===== src/hw/rtl/dcsd_pkg.sv =====
`timescale 1ns / 1ps

package dcsd_pkg;

   // Largest number of points; the store, the counted map and the row sums are sized by it.
   localparam int MAX_POINTS = 64;
   localparam int IDX_W      = $clog2(MAX_POINTS);
   localparam int N_W        = $clog2(MAX_POINTS + 1);

   // Field widths of the ports.
   localparam int KIND_W = 2;
   localparam int RC_W   = 6;
   localparam int DISS_W = 16;
   localparam int PC_W   = 7;
   localparam int OUT_W  = 33;

   // Squares are Q16.16; per doubling of points a row sum gains one bit, the total two.
   localparam int SQ_W  = 2 * DISS_W;
   localparam int ROW_W = SQ_W + IDX_W;
   localparam int TOT_W = SQ_W + 2 * IDX_W;
   localparam int DVS_W = 2 * N_W;

   localparam logic [PC_W-1:0] PC_RESET = PC_W'(64);

   typedef enum logic [KIND_W-1:0] {
      KIND_CLEAR = 2'd0,
      KIND_LOAD  = 2'd1,
      KIND_READ  = 2'd2
   } kind_type;

   typedef struct packed {
      logic capture;
      logic sweep_step;
      logic total_clear;
      logic ld_read;
      logic ld_write;
      logic rd_fetch_row;
      logic rd_fetch_col;
      logic div_start;
      logic div_total;
      logic cap_a;
      logic cap_b;
      logic cap_t;
      logic sum_step;
      logic emit;
      logic emit_zero;
   } dcsd_cmd_type;

   typedef struct packed {
      logic sweep_last;
      logic div_done;
      logic req_in_range;
   } dcsd_status_type;

endpackage


===== src/hw/rtl/dcsd_ctrl.sv =====
`timescale 1ns / 1ps

module dcsd_ctrl (
   input  logic                       clock,
   input  logic                       reset,
   input  logic                       start,
   input  dcsd_pkg::kind_type         req_kind,
   input  dcsd_pkg::dcsd_status_type  status,
   output dcsd_pkg::dcsd_cmd_type     cmd,
   output logic                       busy
);
   import dcsd_pkg::*;

   typedef enum logic [11:0] {
      ST_SWEEP   = 12'b0000_0000_0001,
      ST_IDLE    = 12'b0000_0000_0010,
      ST_LD_READ = 12'b0000_0000_0100,
      ST_LD_WRITE= 12'b0000_0000_1000,
      ST_RD_ZERO = 12'b0000_0001_0000,
      ST_RD_FETCH= 12'b0000_0010_0000,
      ST_RD_START= 12'b0000_0100_0000,
      ST_RD_DIV_A= 12'b0000_1000_0000,
      ST_RD_DIV_B= 12'b0001_0000_0000,
      ST_RD_DIV_T= 12'b0010_0000_0000,
      ST_RD_SUM  = 12'b0100_0000_0000,
      ST_RD_OUT  = 12'b1000_0000_0000
   } state_type;

   state_type state_ff, state_in;

   always_comb begin
      cmd      = '0;
      state_in = state_ff;
      case (state_ff)
         ST_SWEEP: begin
            cmd.sweep_step  = 1'b1;
            cmd.total_clear = 1'b1;
            if (status.sweep_last) begin
               state_in = ST_IDLE;
            end
         end
         ST_IDLE: begin
            if (start) begin
               cmd.capture = 1'b1;
               case (req_kind)
                  KIND_CLEAR: begin
                     state_in = ST_SWEEP;
                  end
                  KIND_LOAD: begin
                     state_in = status.req_in_range ? ST_LD_READ : ST_IDLE;
                  end
                  KIND_READ: begin
                     state_in = status.req_in_range ? ST_RD_FETCH : ST_RD_ZERO;
                  end
                  default: begin
                     state_in = ST_IDLE;
                  end
               endcase
            end
         end
         ST_LD_READ: begin
            cmd.ld_read = 1'b1;
            state_in    = ST_LD_WRITE;
         end
         ST_LD_WRITE: begin
            cmd.ld_write = 1'b1;
            state_in     = ST_IDLE;
         end
         ST_RD_ZERO: begin
            cmd.emit_zero = 1'b1;
            state_in      = ST_IDLE;
         end
         ST_RD_FETCH: begin
            cmd.rd_fetch_row = 1'b1;
            state_in         = ST_RD_START;
         end
         ST_RD_START: begin
            // The divider takes the row sum at this edge while the column sum is fetched.
            cmd.div_start    = 1'b1;
            cmd.rd_fetch_col = 1'b1;
            state_in         = ST_RD_DIV_A;
         end
         ST_RD_DIV_A: begin
            if (status.div_done) begin
               cmd.cap_a     = 1'b1;
               cmd.div_start = 1'b1;
               state_in      = ST_RD_DIV_B;
            end
         end
         ST_RD_DIV_B: begin
            if (status.div_done) begin
               cmd.cap_b     = 1'b1;
               cmd.div_start = 1'b1;
               cmd.div_total = 1'b1;
               state_in      = ST_RD_DIV_T;
            end
         end
         ST_RD_DIV_T: begin
            if (status.div_done) begin
               cmd.cap_t = 1'b1;
               state_in  = ST_RD_SUM;
            end
         end
         ST_RD_SUM: begin
            cmd.sum_step = 1'b1;
            state_in     = ST_RD_OUT;
         end
         ST_RD_OUT: begin
            cmd.emit = 1'b1;
            state_in = ST_IDLE;
         end
         default: begin
            state_in = ST_IDLE;
         end
      endcase
   end

   always_ff @(posedge clock) begin
      if (reset) begin
         state_ff <= ST_SWEEP;
      end else begin
         state_ff <= state_in;
      end
   end

   assign busy = (state_ff != ST_IDLE);

endmodule

===== config.mk =====
export PLATFORM = sky130hd
export DESIGN_NAME = dcsd_ctrl
export DESIGN_NICKNAME = d
export VERILOG_FILES = /design/src/hw/rtl/dcsd_pkg.sv /design/src/hw/rtl/dcsd_ctrl.sv
export SDC_FILE = /design/constraint.sdc
export NUM_CORES = 1
export LEC_CHECK = 0
export BUFFER_PORTS_ARGS = -buffer_cell sky130_fd_sc_hd__buf_2
export CAP_MARGIN = 40
export CORE_UTILIZATION = 49
export DETAILED_ROUTE_END_ITERATION = 10
export PLACE_DENSITY = 0.83
export SLEW_MARGIN = 10
export SYNTH_ARGS = -nofsm -noshare
export SYNTH_HDL_FRONTEND = slang
export SYNTH_SLANG_ARGS = --single-unit
export TNS_END_PERCENT = 10

===== constraint.sdc =====
create_clock -name clock -period 2.35 [get_ports clock]
set_input_delay 0.235 -clock clock [delete_from_list [all_inputs] [get_ports clock]]
set_output_delay 0.235 -clock clock [all_outputs]
set_load 0.1 [all_outputs]

==> out/metrics.yaml, run 1 <==
status: "finished clean"
internal_power_mw: 0.304
mostFrequentLayoutCell: "buf_2"
grt_max_degree: 11
gp_congestion: 0.868
setup_violations: 0
fmax_ghz: 0.438
syn_area_sq_um: 812
fp.coreArea_sq_um: 1520
async_flop_share: 0
ir_worst_vdd_v: 0.000439
power_frac_seq: 0.457
seq_area_frac_synth: 0.296
drtPass1Iterations: 4
cp-start-kind: "register"
tightest_slew_ns: 0.509
syn_nets: 104
power_switching_mw: 0.172
grt_use_met3: 0.0553
critical_path.max_stage_delay_ns: 0.45
worstPathMaxFanout: 9
worstPathArrival_ns: 2.05
cts_tree: "done"
synthAdderAreaFrac: 0
finalHoldViolations: 0
routed_via_density: 6.11
rsz0062_at_grt: "yes"
synthMuxAreaShare: 0
clock_skew_ns: 0.00923
pre_cts_ws_ns: 0.313
cts_hold_buffers: 0
slew_headroom: 0.659
largest_reg_flops: 12
grt_util_met1: 0.284
synth_top_family_by_area: "simple AND/OR/NAND/NOR gates"
cts.sinks: 12
leakage_nw: 0.460
hold_class: "in2reg"
setup_ws_ns: 0.0677
antenna_found_initial: 0
synthFlopType: "dfxtp_1"
routed_wl_microns: 2030
reg_top3: "state_ff x12"
die_y_microns: 42.7
yosys.area.top_type: "dfxtp_1"
grt_pass1_vias: 730
top_register: "state_ff"
final_cells: 133
crit_chain: "nor4_4 -> and2_1 -> and4b_1 -> buf_2"
vias: 813
grt-ovfl-total: 0
synth_cells: 96
slowest_stage: "dfxtp_1"
placementRows: 14
final_max_slew_viol_count: 0
diodes: 0
critPathCaptureType: "primary output"
die_w_microns: 42.7
finalNetCount: 127
grt.busiest_layer: "met2"
initial_core_util: 0.533
clkPwrFrac: 0.269
layout_common_cells: "buf_2, dfxtp_1, nor2_1"
max_cap_viol_count: 0
gr-usage-all-layers: 0.243
io_buffer_count: 23
synth_edf_count: 0
ioPinCount: 24
worst_ep_required_time_ns: 2.12
min_period_ns: 2.28
die_area_sq_um: 1820
final_antenna_net_count: 0
use_met2: 0.406
synth-xor-area-share: 0.0216
grt_pass1_wl_microns: 3260
drc: 0
p_sw_frac: 0.361
placed_cells: 130
fillers: 117
regArea_sq_um: 241
syn_to_final_growth_pct: 32.8
multi_input_area_sq_um: 579
syn_area_per_cell_sq_um: 8.46
ctsHtreeMaxLevel: 1
fin_crit_sh: 0.971
synthTopCellsByArea: "dfxtp_1, nor3b_1, nor2_1, o41ai_4, a21oi_1"
cts_made_buffers: 3
ys_ff_latch: 12
synth-compound-area-share: 0.119
pwr_density_cell_nw_per_um2: 441
drtIter0Drc: 28
wl_per_cell_microns: 15.3
critPathKind: "reg2out"
ys_types: 38
p_comb_frac: 0.274
clk_pin_slew_worst_paths_ns: 0.08
clockBufferDepth: 2
synth_top_area_frac: 0.296
drive_gt1_frac: 0.359
final.setup.tns_ns: 0
clock_insertion_delay_worst_skew_ns: 0.28
cts_root_buffer: "clkbuf_4"
dp_hpwl_microns: 1560
yosys_warnings: 0
synth-simple-area-share: 0.498
==> per-stage QoR <==
step | utilization | instance area (sq um) | total power, mW | hold slack, ns
CTS | 0.689 | 1050 | 0.475 | 0.224
detailed placement | 0.674 | 1030 | 0.351 | 0.508
global placement | 0.674 | 1030 | 0.350 | 0.497
finish | 0.708 | 1080 | 0.475 | 0.218
floorplan | - | 856 | 0.328 | 0.304
global route | 0.708 | 1080 | 0.499 | 0.225
==> critical path: cells and delay by family, from the launching register on <==
kind / cells / cell delay, ns
DFF: 1 / 0.45
buffers and inverters: 1 / 0.43
and+or+nand+nor: 3 / 0.90
==> cell usage after synthesis, drive strengths merged, types with 2 or more instances <==
master,number
buf,5
a21oi,5
nor4,6
nand2,6
nand4,2
and2,3
and4,2
o21ai,4
and3,4
nand3,2
and3b,2
nor3,3
dfxtp,12
inv,2
nor3b,9
nand2b,2
xor2,2
nor2,12
==> worst paths after layout <==
path	depth (start not counted)	end	slack, ns	startpoint
max	4	cmd[0]	0.07	state_ff[8]
min	2	state_ff[5]	0.22	status[0]
max reg2reg	5	state_ff[2]	0.41	state_ff[3]
min reg2reg	2	state_ff[11]	0.55	state_ff[10]
==> power by group through the flow <==
stage | clock network, mW | registers [mW] | logic (mW)
2_1_floorplan | 0 | 0.216 | 0.112
3_3_place_gp | 0 | 0.221 | 0.129
3_5_place_dp | 0 | 0.221 | 0.130
4_1_cts | 0.128 | 0.216 | 0.130
5_1_grt | 0.144 | 0.218 | 0.137
6_report | 0.128 | 0.217 | 0.130
==> cell families (layout without fill, tap and decap cells) <==
family	Yosys count	count (layout)
buffers and inverters	8	29
DFF	12	12
AOI/OAI and AO/OA	13	13
and+or+nand+nor	61	61
xor gates and xnor gates	2	2
==> layout make-up <==
class                   instances  area share
inverters                       2     0.00696
repair buffers                 24       0.193
multi-input cells              76       0.537
flip-flops and latches         12       0.224
well taps                      16      0.0186
clock buffers                   3      0.0209
==> what timing repair did <==
action	CTS	global route
endpoints found under the setup margin	0	15
gates resized for setup	0	7
buffers inserted	0	0
==> metal layers <==
layer  part of all wire  vias up
li1                   -      393
met1               0.40      373
met2               0.50       40
met3              0.074        7
met4              0.029        0
met5                  0        -
Note: power is estimated with default switching activity, not from simulation.
==> run 2: changes to the inputs <==
- GPL_ROUTABILITY_DRIVEN: unset -> 0
- MAX_ROUTING_LAYER: unset -> met4
- SKIP_LAST_GASP: unset -> 1
==> out/metrics.yaml, run 2 (synthesis results as in run 1) <==
gr-usage-all-layers: 0.250  # was 0.243
diodes: 0  # unchanged
p_sw_frac: 0.360  # was 0.361
tightest_slew_ns: 0.487  # was 0.509 ns
leakage_nw: 0.460  # about the same
fp.coreArea_sq_um: 1520  # unchanged
ioPinCount: 24  # unchanged
power_switching_mw: 0.171  # was 0.172 mW
worstPathMaxFanout: 9  # unchanged
mostFrequentLayoutCell: "buf_2"  # unchanged
startpoint: "state_ff[8]"  # unchanged
r2r-end: "state_ff[2]"  # unchanged
clock_insertion_delay_worst_skew_ns: 0.28  # about the same
initial_core_util: 0.533  # unchanged
cts_tree: "done"  # unchanged
fin_crit_sh: 0.972  # was 0.971
drtIter0Drc: 32  # was 28
drive_gt1_frac: 0.350  # was 0.359
placementRows: 14  # unchanged
final_util: 0.705  # was 0.708
clockBufferDepth: 2  # unchanged
grt_max_degree: 11  # unchanged
drc: 0  # unchanged
whs_ns: 0.218  # about the same
slew_headroom: 0.675  # was 0.659
final_antenna_net_count: 0  # unchanged
cts_setup_buffers: 0  # unchanged
ir_worst_vdd_v: 0.000442  # was 0.000439 V
vias: 821  # was 813
clock_skew_ns: 0.00671  # was 0.00923 ns
grt-ovfl-total: 0  # unchanged
setup_violations: 0  # unchanged
antenna_found_initial: 0  # unchanged
top_register: "state_ff"  # unchanged
rr_worst_depth: 5  # unchanged
worstPathArrival_ns: 2.05  # about the same
routed_via_density: 6.17  # was 6.11
finalNetCount: 127  # unchanged
grt_pass1_wl_microns: 3260  # unchanged
hold_class: "in2reg"  # unchanged
critPathKind: "reg2out"  # unchanged
critPathCaptureType: "primary output"  # unchanged
routed_wl_microns: 1970  # was 2030 microns
wl_per_cell_microns: 14.8  # was 15.3 microns
ctsHtreeMaxLevel: 1  # unchanged
cp-start-kind: "register"  # unchanged
die_w_microns: 42.7  # unchanged
finalHoldViolations: 0  # unchanged
clkPwrFrac: 0.269  # about the same
pwr_density_cell_nw_per_um2: 443  # was 441 nW/um^2
io_buffer_count: 23  # unchanged
cts_root_buffer: "clkbuf_4"  # unchanged
reg2reg_from: "state_ff[0]"  # was state_ff[3]
worst_ep_required_time_ns: 2.12  # about the same
power_frac_seq: 0.455  # was 0.457
fillers: 118  # was 117
max_cap_viol_count: 0  # unchanged
hold_end: "state_ff[5]"  # unchanged
min_from: "status[0]"  # unchanged
regToRegSetupSlack_ns: 0.39  # was 0.41 ns
cts.sinks: 12  # unchanged
min_period_ns: 2.29  # was 2.28 ns
cts_made_buffers: 3  # unchanged
p_comb_frac: 0.276  # was 0.274
syn_to_final_growth_pct: 32.4  # was 32.8%
drtPass1Iterations: 4  # unchanged
rsz0062_at_grt: "yes"  # unchanged
reg_top3: "state_ff x12"  # unchanged
fmax_ghz: 0.438  # about the same
die_area_sq_um: 1820  # unchanged
internal_power_mw: 0.304  # about the same
status: "finished clean"  # unchanged
dp_hpwl_microns: 1560  # unchanged
grt_pass1_vias: 736  # was 730
die_y_microns: 42.7  # unchanged
final_max_slew_viol_count: 0  # unchanged
layout_common_cells: "buf_2, dfxtp_1, nor2_1"  # unchanged
clk_pin_slew_worst_paths_ns: 0.07  # was 0.08 ns
largest_reg_flops: 12  # unchanged
worstHoldPathCells: 2  # unchanged
[run 2: changes by cell type in the layout (fill, tap and decap cells not counted), sizes merged]
cell,delta
clkbuf,-1
buf,+1
[run 2: critical path, cell delays in order (launching register included)]
cell     delay (ns)
dfxtp_1        0.44
nor4_4         0.41
and2_1         0.25
and4_1         0.23
buf_2          0.43
[run 2: worst max path at each step]
| stage | to | depth (start not counted) |
|---|---|---|
| after floorplan | cmd[14] | 5 |
| after global placement | cmd[5] | 4 |
| after detailed placement | cmd[11] | 4 |
| after CTS | cmd[5] | 4 |
| after global routing | cmd[5] | 4 |
| final | cmd[5] | 4 |
[run 2: metrics by stage]
step	area [sq um]	setup slack (ns)	instances	power, mW	setup TNS [ns]
after floorplan	856	-0.489	96	0.328	-2.39
after global placement	1030	0.366	130	0.350	0
after detailed placement	1030	0.313	130	0.351	0
after CTS	1050	0.00537	133	0.475	0
after global routing	1070	-0.0558	133	0.499	-0.218
final	1070	0.0647	133	0.476	0
[run 2: layout make-up]
cell class	instances	area, sq um	area share
multi-input cells	76	579	0.539
clock buffers	3	22.5	0.0210
inverters	2	7.51	0.00698
repair buffers	24	205	0.191
well taps	16	20.0	0.0186
flip-flops and latches	12	240	0.224
[run 2: per-layer routing]
metal,global-route usage,vias up,wire length [microns]
met4,0.131,0,54
met1,0.284,384,798
met5,-,-,0
met3,0.0553,7,131
met2,0.406,35,988
li1,-,395,-
[run 2: timing repair]
| action | in CTS | in global routing |
|---|---|---|
| hold buffers | 0 | 0 |
| hold endpoints to repair | 0 | 0 |
| gates resized for setup | 0 | 5 |
| endpoints found under the setup margin | 0 | 15 |
[run 2: power by group through the flow]
stage          registers (mW)  clock network [mW]  logic (mW)
2_1_floorplan           0.216                   0       0.112
6_report                0.216               0.128       0.131
3_5_place_dp            0.221                   0       0.130
4_1_cts                 0.216               0.128       0.130
3_3_place_gp            0.221                   0       0.129
5_1_grt                 0.217               0.144       0.138
